--- src/nfba_pkg.sv ---
// Package for the next-fit block allocator: sizes, codes, table entry
// and transfer payload types. No dependencies.
`timescale 1ns / 1ps
package nfba_pkg;

  localparam int MAX_ENTRIES = 32;
  localparam int ADDR_BITS   = 20;
  localparam int IDX_W       = $clog2(MAX_ENTRIES);
  localparam int CNT_W       = $clog2(MAX_ENTRIES + 1);
  localparam int SIZE_W      = ADDR_BITS + 1;
  localparam int SUM_W       = SIZE_W + 1;

  localparam logic [1:0] OP_ALLOC  = 2'd0;
  localparam logic [1:0] OP_FREE   = 2'd1;
  localparam logic [1:0] OP_DEFRAG = 2'd2;

  localparam logic [2:0] ST_OK      = 3'd0;
  localparam logic [2:0] ST_ZERO    = 3'd1;
  localparam logic [2:0] ST_NO_MEM  = 3'd2;
  localparam logic [2:0] ST_FULL    = 3'd3;
  localparam logic [2:0] ST_UNKNOWN = 3'd4;

  localparam logic [SIZE_W-1:0] BUF_RESET = SIZE_W'(65536);
  localparam logic [SIZE_W-1:0] BUF_CAP   = SIZE_W'(1) << ADDR_BITS;

  typedef struct packed {
    logic [ADDR_BITS-1:0] start;
    logic [SIZE_W-1:0]    size;
    logic                 used;
  } entry_t;

  localparam int ENTRY_W = $bits(entry_t);

  typedef struct packed {
    logic [1:0]  operation;
    logic [20:0] request_size;
    logic [19:0] free_start;
  } in_item_t;

  typedef struct packed {
    logic [2:0]  status;
    logic [19:0] old_start;
    logic [19:0] new_start;
    logic [20:0] block_size;
    logic        last;
  } out_item_t;

endpackage

--- src/next_fit_block_allocator_unit.sv ---
// Next-fit block allocator top level: control sequencer around the block table.
// Depends on nfba_pkg and nfba_ram.
`timescale 1ns / 1ps
// The block table lives in one RAM with registered read data; every table
// read takes a read state followed by a processing state. Free scans entries
// until it finds the block, defragment walks every table entry. Allocate scans
// from each candidate start through its free run, then shifts entries, with a
// read state and a write state each, on merge or split. Results appear on
// result with done high for one cycle and cannot be held off; defragment gives
// one result per kept block, or one zero-size result if none is kept. After reset
// and after each buffer_size write the unit is busy while it rebuilds the table.
module next_fit_block_allocator_unit
  import nfba_pkg::*;
(
  input  logic              clk,
  input  logic              rst,
  input  logic              start,
  output logic              busy,
  input  in_item_t          cmd,
  output logic              done,
  output out_item_t         result,
  input  logic              cfg_we,
  input  logic [SIZE_W-1:0] cfg_wdata
);

  typedef enum logic [4:0] {
    S_INIT, S_IDLE, S_A_RD, S_A_DAT, S_A_CHK, S_SD_RD, S_SD_WR, S_SU_RD,
    S_SU_WR, S_A_W1, S_A_W0, S_F_RD, S_F_DAT, S_D_RD, S_D_DAT, S_D_END
  } state_t;

  state_t                state;
  logic [SIZE_W-1:0]     buf_size;
  logic [CNT_W-1:0]      cnt;
  logic [IDX_W-1:0]      pos;
  logic [SIZE_W-1:0]     req;
  logic [ADDR_BITS-1:0]  fs;
  logic [CNT_W-1:0]      j, k, m, w;
  logic [IDX_W-1:0]      si;
  logic [IDX_W-1:0]      s;
  logic [SUM_W-1:0]      total;
  logic [SIZE_W-1:0]     nxt;
  logic [ADDR_BITS-1:0]  sst;
  logic [CNT_W-1:0]      removed, newcnt;
  logic [SUM_W-1:0]      extra;
  logic                  pend_v;
  out_item_t             pend;

  logic                  ram_we;
  logic [IDX_W-1:0]      ram_waddr, ram_raddr;
  entry_t                ram_wdata, ram_rdata;

  logic [CNT_W-1:0]      rem_c, ncnt_c, fcnt_c, s_inc;
  logic [SUM_W-1:0]      ext_c;
  logic [IDX_W-1:0]      si_nx;
  logic [SIZE_W-1:0]     cfg_v;

  nfba_ram #(.WIDTH(ENTRY_W), .DEPTH(MAX_ENTRIES)) u_table (
    .clk   (clk),
    .we    (ram_we),
    .waddr (ram_waddr),
    .wdata (ram_wdata),
    .raddr (ram_raddr),
    .rdata (ram_rdata)
  );

  function automatic out_item_t mk(logic [2:0] st, logic [ADDR_BITS-1:0] os,
                                   logic [ADDR_BITS-1:0] ns,
                                   logic [SIZE_W-1:0] sz, logic lst);
    out_item_t r;
    r.status     = st;
    r.old_start  = os;
    r.new_start  = ns;
    r.block_size = sz;
    r.last       = lst;
    return r;
  endfunction

  assign busy   = (state != S_IDLE) || cfg_we;
  assign rem_c  = j - CNT_W'(1) - CNT_W'(si);
  assign ncnt_c = cnt - rem_c;
  assign ext_c  = total - SUM_W'(req);
  assign si_nx  = (CNT_W'(si) + CNT_W'(1) == cnt) ? '0 : si + IDX_W'(1);
  assign fcnt_c = newcnt + ((extra != '0) ? CNT_W'(1) : CNT_W'(0));
  assign s_inc  = CNT_W'(s) + CNT_W'(1);

  always_comb begin
    cfg_v = cfg_wdata;
    if (cfg_wdata == '0) begin
      cfg_v = SIZE_W'(1);
    end else if (cfg_wdata > BUF_CAP) begin
      cfg_v = BUF_CAP;
    end
  end

  always_comb begin
    ram_we    = 1'b0;
    ram_waddr = '0;
    ram_wdata = ram_rdata;
    ram_raddr = '0;
    unique case (state)
      S_INIT: begin
        ram_we    = 1'b1;
        ram_wdata = '{start: '0, size: buf_size, used: 1'b0};
      end
      S_A_RD:  ram_raddr = j[IDX_W-1:0];
      S_SD_RD: ram_raddr = m[IDX_W-1:0];
      S_SD_WR: begin
        ram_we    = 1'b1;
        ram_waddr = IDX_W'(m - CNT_W'(1) - removed);
      end
      S_SU_RD: ram_raddr = IDX_W'(m - CNT_W'(1));
      S_SU_WR: begin
        ram_we    = 1'b1;
        ram_waddr = m[IDX_W-1:0];
      end
      S_A_W1: begin
        ram_we    = 1'b1;
        ram_waddr = s + IDX_W'(1);
        ram_wdata = '{start: sst + ADDR_BITS'(req), size: SIZE_W'(extra), used: 1'b0};
      end
      S_A_W0: begin
        ram_we    = 1'b1;
        ram_waddr = s;
        ram_wdata = '{start: sst, size: req, used: 1'b1};
      end
      S_F_RD:  ram_raddr = j[IDX_W-1:0];
      S_F_DAT: begin
        ram_we    = ram_rdata.used && (ram_rdata.start == fs);
        ram_waddr = IDX_W'(j);
        ram_wdata = '{start: ram_rdata.start, size: ram_rdata.size, used: 1'b0};
      end
      S_D_RD:  ram_raddr = j[IDX_W-1:0];
      S_D_DAT: begin
        ram_we    = ram_rdata.used;
        ram_waddr = w[IDX_W-1:0];
        ram_wdata = '{start: ADDR_BITS'(nxt), size: ram_rdata.size, used: 1'b1};
      end
      S_D_END: begin
        ram_we    = (w < CNT_W'(MAX_ENTRIES));
        ram_waddr = w[IDX_W-1:0];
        ram_wdata = '{start: ADDR_BITS'(nxt), size: SIZE_W'(total) - nxt, used: 1'b0};
      end
      default: ;
    endcase
  end

  always_ff @(posedge clk) begin
    if (rst) begin
      state    <= S_INIT;
      buf_size <= BUF_RESET;
      cnt      <= CNT_W'(1);
      pos      <= '0;
      done     <= 1'b0;
      pend_v   <= 1'b0;
    end else begin
      done <= 1'b0;
      unique case (state)
        S_INIT: begin
          cnt   <= CNT_W'(1);
          pos   <= '0;
          state <= S_IDLE;
        end
        S_IDLE: begin
          if (cfg_we) begin
            buf_size <= cfg_v;
            state    <= S_INIT;
          end else if (start) begin
            req   <= cmd.request_size;
            fs    <= cmd.free_start;
            total <= '0;
            j     <= '0;
            k     <= '0;
            case (cmd.operation)
              OP_ALLOC: begin
                if (cmd.request_size == '0) begin
                  result <= mk(ST_ZERO, '0, '0, '0, 1'b1);
                  done   <= 1'b1;
                end else begin
                  si    <= (CNT_W'(pos) >= cnt) ? '0 : pos;
                  j     <= (CNT_W'(pos) >= cnt) ? '0 : CNT_W'(pos);
                  state <= S_A_RD;
                end
              end
              OP_FREE: state <= S_F_RD;
              OP_DEFRAG: begin
                w      <= '0;
                nxt    <= '0;
                pend_v <= 1'b0;
                state  <= S_D_RD;
              end
              default: ;
            endcase
          end
        end
        S_A_RD: begin
          if (j < cnt && total < SUM_W'(req)) begin
            state <= S_A_DAT;
          end else begin
            state <= S_A_CHK;
          end
        end
        S_A_DAT: begin
          if (j == CNT_W'(si)) begin
            sst <= ram_rdata.start;
          end
          if (ram_rdata.used) begin
            state <= S_A_CHK;
          end else begin
            total <= total + SUM_W'(ram_rdata.size);
            j     <= j + CNT_W'(1);
            state <= S_A_RD;
          end
        end
        S_A_CHK: begin
          if (total >= SUM_W'(req)) begin
            s       <= si;
            removed <= rem_c;
            newcnt  <= ncnt_c;
            extra   <= ext_c;
            m       <= j;
            if (ext_c != '0 && ncnt_c >= CNT_W'(MAX_ENTRIES)) begin
              result <= mk(ST_FULL, '0, '0, '0, 1'b1);
              done   <= 1'b1;
              state  <= S_IDLE;
            end else begin
              state <= S_SD_RD;
            end
          end else if (k + CNT_W'(1) == cnt) begin
            result <= mk(ST_NO_MEM, '0, '0, '0, 1'b1);
            done   <= 1'b1;
            state  <= S_IDLE;
          end else begin
            k     <= k + CNT_W'(1);
            si    <= si_nx;
            j     <= CNT_W'(si_nx);
            total <= '0;
            state <= S_A_RD;
          end
        end
        S_SD_RD: begin
          if (removed != '0 && m < cnt) begin
            m     <= m + CNT_W'(1);
            state <= S_SD_WR;
          end else if (extra != '0) begin
            m     <= newcnt;
            state <= S_SU_RD;
          end else begin
            state <= S_A_W0;
          end
        end
        S_SD_WR: state <= S_SD_RD;
        S_SU_RD: begin
          if (m > s_inc) begin
            state <= S_SU_WR;
          end else begin
            state <= S_A_W1;
          end
        end
        S_SU_WR: begin
          m     <= m - CNT_W'(1);
          state <= S_SU_RD;
        end
        S_A_W1: state <= S_A_W0;
        S_A_W0: begin
          cnt    <= fcnt_c;
          pos    <= (s_inc >= fcnt_c) ? '0 : IDX_W'(s_inc);
          result <= mk(ST_OK, sst, sst, req, 1'b1);
          done   <= 1'b1;
          state  <= S_IDLE;
        end
        S_F_RD: begin
          if (j < cnt) begin
            state <= S_F_DAT;
          end else begin
            result <= mk(ST_UNKNOWN, '0, '0, '0, 1'b1);
            done   <= 1'b1;
            state  <= S_IDLE;
          end
        end
        S_F_DAT: begin
          if (ram_rdata.used && ram_rdata.start == fs) begin
            result <= mk(ST_OK, fs, fs, ram_rdata.size, 1'b1);
            done   <= 1'b1;
            state  <= S_IDLE;
          end else begin
            j     <= j + CNT_W'(1);
            state <= S_F_RD;
          end
        end
        S_D_RD: begin
          state <= (j < cnt) ? S_D_DAT : S_D_END;
        end
        S_D_DAT: begin
          total <= total + SUM_W'(ram_rdata.size);
          j     <= j + CNT_W'(1);
          if (ram_rdata.used) begin
            if (pend_v) begin
              result <= pend;
              done   <= 1'b1;
            end
            pend_v <= 1'b1;
            pend   <= mk(ST_OK, ram_rdata.start, ADDR_BITS'(nxt), ram_rdata.size, 1'b0);
            nxt    <= nxt + ram_rdata.size;
            w      <= w + CNT_W'(1);
          end
          state <= S_D_RD;
        end
        S_D_END: begin
          if (w < CNT_W'(MAX_ENTRIES)) begin
            cnt <= w + CNT_W'(1);
            pos <= w[IDX_W-1:0];
          end else begin
            cnt <= w;
            pos <= '0;
          end
          result <= pend_v ? mk(ST_OK, pend.old_start, pend.new_start, pend.block_size, 1'b1)
                           : mk(ST_OK, '0, '0, '0, 1'b1);
          done   <= 1'b1;
          pend_v <= 1'b0;
          state  <= S_IDLE;
        end
        default: state <= S_INIT;
      endcase
    end
  end

`ifndef SYNTHESIS
  a_cnt_range: assert property (@(posedge clk) disable iff (rst)
    cnt >= CNT_W'(1) && cnt <= CNT_W'(MAX_ENTRIES))
    else $error("entry count out of range");

  a_pos_range: assert property (@(posedge clk) disable iff (rst)
    CNT_W'(pos) < cnt)
    else $error("search position beyond table");

  a_done_busy: assert property (@(posedge clk) disable iff (rst)
    done && result.last |-> !busy)
    else $error("final transfer while still working");
`endif

endmodule

--- src/nfba_ram.sv ---
// Generic RAM: one write port, one read port, registered read data.
// No dependencies.
`timescale 1ns / 1ps
module nfba_ram #(
  parameter int WIDTH = 8,
  parameter int DEPTH = 32
) (
  input  logic                     clk,
  input  logic                     we,
  input  logic [$clog2(DEPTH)-1:0] waddr,
  input  logic [WIDTH-1:0]         wdata,
  input  logic [$clog2(DEPTH)-1:0] raddr,
  output logic [WIDTH-1:0]         rdata
);

  logic [WIDTH-1:0] mem [DEPTH];

  always_ff @(posedge clk) begin
    if (we) begin
      mem[waddr] <= wdata;
    end
    rdata <= mem[raddr];
  end

endmodule

--- config.mk ---
export PLATFORM = sky130hd
export DESIGN_NAME = next_fit_block_allocator_unit
export DESIGN_NICKNAME = d
export VERILOG_FILES = /design/src/nfba_pkg.sv /design/src/next_fit_block_allocator_unit.sv /design/src/nfba_ram.sv
export SDC_FILE = /design/constraint.sdc
export NUM_CORES = 2
export LEC_CHECK = 0
export BUFFER_PORTS_ARGS = -buffer_cell sky130_fd_sc_hd__buf_2
export CORE_MARGIN = 3
export CORE_UTILIZATION = 50
export DETAILED_ROUTE_END_ITERATION = 8
export PLACE_DENSITY_LB_ADDON = 0.12
export SLEW_MARGIN = 0
export SYNTH_ARGS = -nofsm -noshare
export SYNTH_HDL_FRONTEND = slang
export SYNTH_SLANG_ARGS = --single-unit
--- constraint.sdc ---
create_clock -name clk -period 6 [get_ports clk]
set_input_delay 0.6 -clock clk [delete_from_list [all_inputs] [get_ports clk]]
set_output_delay 0.6 -clock clk [all_outputs]
set_load 0.01 [all_outputs]
Yosys cells after proc, flatten, opt, wreduce, memory -nomap -nowiden
Memories as Yosys holds them, arrays and structs flattened. A register that Yosys moved wholly into a read port is not among the register bits.
Index checks and enable logic that the tools add are counted.

word-level totals
  register bits after elaboration = 337
  RAM bits = 1344
  input bits = 68
  output and inout port bits = 67
  logic and storage cells = 246
  memories = 1

memories
  memory       depth  width  read ports  clocked after Yosys merged registers in  write ports  line            text
  u_table.mem  32     42     1           1                                        1            nfba_ram.sv:16  logic [WIDTH-1:0] mem [DEPTH];

operators by class
  add/subtract/negate cells = 19
  order comparisons = 10
  equal/unequal tests = 43
  mux-type cells = 104
  bitwise gates (word level) = 2
  reductions and logical operators = 39

operator list
  operator                                                                number
  65-bit two-way mux                                                      11
  65-bit case mux with 7 select lines                                     1
  42-bit case mux with 6 select lines                                     1
  21-bit two-way mux                                                      6
  22-bit two-way mux                                                      5
  6-bit two-way mux                                                       18
  22-bit case mux with 4 select lines                                     1
  5-bit two-way mux                                                       17
  5-bit case mux with 14 select lines                                     1
  62-bit two-way mux                                                      1
  5-bit case mux with 3 select lines                                      3
  22-bit nonzero test                                                     2
  21-bit logical NOT                                                      2
  21-bit case mux with 2 select lines                                     1
  5-bit by 4-bit equality test with 1-bit output (second input constant)  8
  6-bit case mux with 3 select lines                                      2
  5-bit case mux with 6 select lines                                      1
  6-bit case mux with 5 select lines                                      1
  2-bit != test (second input constant)                                   13
  6-bit by 1-bit adder with 6-bit output (second input constant)          4
  6-bit case mux with 2 select lines                                      2
  22-bit by 21-bit adder with 22-bit output                               1
  22-bit by 21-bit >= comparator with 1-bit output                        1
  22-bit by 21-bit < comparator with 1-bit output                         1
  61 further kinds                                                        113

Logic depth before layout (Yosys ltp)
  depth in word-level cells = 8
  depth in mapped cells = 16
  depth with buffers taken out = 16

Modules after synthesis
From an unflattened synthesis, not the netlist that was laid out.

second synthesis, totals
  cell total of the unflattened synthesis = 5025
  area total of the unflattened synthesis = 74133.6 um2

by module, submodules not included
  module                         times used  cells an instance  area each (um2)  seq. area each (um2)
  nfba_ram                       1           2953               53202.3          41199.5
  next_fit_block_allocator_unit  1           2072               20931.3          9709.3

Least setup slack after synthesis
No wires, ideal clock.

  path kind = reg-to-reg
  from = register total[0]
  to = memory u_table.mem[0][21] (netlist bit), data pin
  library setup time = 0.615 ns
  arrival time = 4.553 ns
  required time = 5.385 ns
  slack = 0.832 ns
  cell stages (with the launch flop) = 13
  buffers on the path = 0
  clock period less this slack = 5.168 ns
  cell sequence = edfxtp_1 inv_1 ha_1 inv_1 fa_1 a21oi_1 o211ai_1 o41ai_1 o21ai_0 o21ai_0 o21ai_0 a21o_1 o311ai_0

RTL lines
  what                    line                                  text
  start, declared         next_fit_block_allocator_unit.sv:40   logic [SUM_W-1:0] total;
  start signal, assigned  next_fit_block_allocator_unit.sv:209  total <= total + SUM_W'(ram_rdata.size);
  start signal, assigned  next_fit_block_allocator_unit.sv:294  total <= total + SUM_W'(ram_rdata.size);
  end, declared           nfba_ram.sv:16

Worst setup path after layout
  from = register extra[6]
  to = register pos[1]

between the ends
  word-level cells in the longest chain between the ends = 6

ends and longest elaborated chain
  what                                    line                                  text
  start, declared                         next_fit_block_allocator_unit.sv:44   logic [SUM_W-1:0] extra;
  start signal, assigned                  next_fit_block_allocator_unit.sv:219  extra <= ext_c;
  22-bit nonzero test                     next_fit_block_allocator_unit.sv:83   assign fcnt_c = newcnt + ((extra != '0) ? CNT_W'(1) : CNT_W'(0));
  1-bit two-way mux                       next_fit_block_allocator_unit.sv:83
  6-bit by 1-bit adder with 6-bit output  next_fit_block_allocator_unit.sv:83
  6-bit >= comparator                     next_fit_block_allocator_unit.sv:266  pos <= (s_inc >= fcnt_c) ? '0 : IDX_W'(s_inc);
  5-bit two-way mux                       next_fit_block_allocator_unit.sv:266
  5-bit case mux with 3 select lines      next_fit_block_allocator_unit.sv:157  unique case (state)
  end signal, assigned                    next_fit_block_allocator_unit.sv:266
  end signal, assigned                    next_fit_block_allocator_unit.sv:311  pos <= w[IDX_W-1:0];
  end, declared                           next_fit_block_allocator_unit.sv:34   logic [IDX_W-1:0] pos;

No other way between the ends.
A chain may end at the register's enable or synchronous reset.

==> results.ini <==
[synthesis]
synth_fp_nets = 5985
synth_seq_cells = 1722
synth_cell_types = 87
avgSynthCellArea_sq_um = 13.0
yosysWarnings = 0
synthCells = 5752
synth_edf_count = 1642
synthArstFlopShare = 0
syn_area_sq_um = 75000
synth-main-ff-cell = edfxtp_1
ys_seq_area_frac = 0.679

[grt]
grt_util_all_layers = 0.277
grt-ovfl-total = 0
antenna_found_initial = 4
grt_max_degree = 152
grt_pass1_wl_um = 320000
grt_pass1_vias = 47200

[sta]
tightest_slew_ns = 1.29
relSlewSlack = 0.137
finClkSkew_ns = 0.0587
fmax_mhz = 197
slew_viol_final = 0
rsz0062_at_grt = no
setup_viol = 0
setup_tns_ns = 0
finalCritPeriodShare = 0.845
layout_min_cycle_time_ns = 5.07
final-hold-violation-count = 0

[route]
vias = 49700
drt_iter0_drc = 6085
wl_per_cell_um = 27.1
routed_wl_um = 218000
drc_errors = 0
dr.pass1.iters = 9
vias_per_cell = 6.17
ant_nets = 0

[worst_setup_path]
start_kind = flip-flop
endpoint_kind = flip-flop
crit_arrival_ns = 5.80
worstPathMaxFanout = 5
critPathKind = flip-flop to flip-flop
cp.required_ns = 6.73
reg2reg_from = extra[6]
cp-startpoint = extra[6]

[clocking]
cts_tree = built
root_buffer = clkbuf_16
clk-insertion-delay-late_ns = 0.82
clock-sinks = 1722
postCtsResizedCells = 0
path_clk_slew_ns = 0.06
h-tree-depth = 4
cts_setup_buffers = 0
hold_buffers = 31
cts_inserted_buffers = 177
clk_path_buf_depth = 3

[final_layout]
seq_area_sq_um = 50900
fin_nets = 6141
area_growth_pct = 13.5
multi_input_area_sq_um = 22700
fillCellCount = 11900
drive_gt1_frac = 0.107

[placed_design]
place.port_buffers = 134
gp_congestion = 0.959
hpwl_um = 130000

[power_and_ir_drop]
irDropWorstVdd_mv = 0.390
p_total_mw = 37.1
total_leakage_power_nw = 29.5
power_per_cell_area_nw_per_um2 = 436

[min_path]
min-delay-start = cmd[26]
hold_path_class = primary input to flip-flop

[floorplan]
row_count = 141
fp.dieH_um = 393
boundaryPins = 135
fp.dieArea_sq_um = 155000
initial_core_util = 0.506
core-area_sq_um = 148000
dieWidth_um = 393

[run]
maxCapViolations = 0

[outcome]
status = finished clean

metal layers:
metal / vias up / share of wire / GRT usage
li1: 22400 / - / -
met1: 24900 / 0.43 / 0.401
met2: 2076 / 0.46 / 0.434
met3: 341 / 0.075 / 0.0431
met4: 0 / 0.029 / 0.0814
met5: - / 0 / 0
logic make-up (layout without fill, tap and decap cells):
logic type	after synthesis	in the layout	share of synthesized area
flip-flops	1722	1722	0.679
multiplexers	6	6	0.000817
buffers and inverters	503	809	0.0259
other	0	2	0
AND/OR/NAND/NOR	1690	1690	0.104
AO/OA/AOI/OAI	1512	1512	0.144
adder cells (fa/ha/maj)	166	166	0.0284
XOR/XNOR	153	153	0.0180
final timing paths:
check	slack (ns)	cells past startpoint	endpoint
setup reg to reg	0.93	15	pos[1]
hold reg to reg	0.50	2	buf_size[20]
hold / removal	0.05	1	req[6]
setup / recovery	0.93	15	pos[1]
cell usage after synthesis (30+ instances only):
cell type  instances  area share
edfxtp_1        1642        0.66
a21oi_1          236       0.016
a222oi_1          58      0.0077
ha_1             157       0.026
xnor2_1           87       0.010
a311oi_1         173       0.020
nand2_1          877       0.044
a22oi_1           66      0.0066
o21ai_0           96      0.0064
a211oi_1         476       0.048
nand2b_1          30      0.0025
a31oi_1          180       0.015
and2_1           351       0.029
nor2_1           210       0.011
inv_1            140      0.0070
nand3_1           52      0.0035
dfxtp_1           80       0.021
xor2_1            65      0.0076
nor3_1            39      0.0026
buf_2             35      0.0023
clkbuf_1         307       0.015
a21o_1            79      0.0079
power breakdown:
part	internal (mW)	switching, mW
Sequential	15.7	0.782
Combinational	2.90	6.90
Clock	6.11	4.75
metrics by stage:
| stage | instance area [sq um] | util | std cells | hold slack, ns | worst slack [ns] |
|---|---|---|---|---|---|
| detailed placement | 79100 | 0.533 | 7700 | 0.480 | 1.14 |
| CTS | 85100 | 0.574 | 8060 | 0.00326 | 1.14 |
| finish | 85200 | 0.574 | 8062 | 0.0454 | 0.932 |
| global placement | 79100 | 0.533 | 7700 | 0.478 | 1.07 |
| floorplan | 75000 | - | 5752 | 0.426 | 0.832 |
| global route | 85100 | 0.574 | 8060 | 0.0189 | 0.619 |
sequential cells by signal, indices dropped and copies added (netlist names), 20 cells and up:
register / cells
nxt: 21
total: 22
sst: 20
u_table.mem: 1344
buf_size: 21
fs: 20
req: 21
extra: 22
pend: 61
result: 65
u_table.rdata: 42
critical path, stage by stage (launching register included):
cell and delay (ns):
edfxtp_1 0.39, or4_1 0.53, nor4_1 1.03, inv_1 0.18, ha_1 0.28, ha_1 0.30
inv_1 0.05, ha_1 0.29, a21o_1 0.16, a21oi_1 0.16, nor2b_1 0.06, o21ai_0 0.16
nand2b_1 0.08, a2111oi_0 1.01, a222oi_1 0.22, nor2_1 0.15
layout by cell type, fill, tap and decap left out, types with 64 or more instances in the layout:
| master | instances |
|---|---|
| nand2_1 | 877 |
| dfxtp_1 | 80 |
| xor2_1 | 65 |
| inv_1 | 140 |
| a31oi_1 | 178 |
| buf_4 | 129 |
| xnor2_1 | 87 |
| and2_1 | 351 |
| nor2_1 | 172 |
| o21ai_0 | 81 |
| ha_1 | 157 |
| a311oi_1 | 173 |
| a21oi_1 | 234 |
| a211oi_1 | 476 |
| clkbuf_16 | 177 |
| a22oi_1 | 64 |
| edfxtp_1 | 1642 |
| a21o_1 | 79 |
| buf_2 | 134 |
cell type report:
cell class / instances / share of cell area
Timing Repair Buffer: 337 / 0.0330
Clock buffer: 225 / 0.0546
Multi-Input combinational cell: 3527 / 0.266
Sequential cell: 1722 / 0.598
Antenna cell: 2 / 0.0000588
Clock inverter: 104 / 0.0127
Tap cell: 2002 / 0.0294
Inverter: 143 / 0.00630
Power figures use the tool's default switching activity.
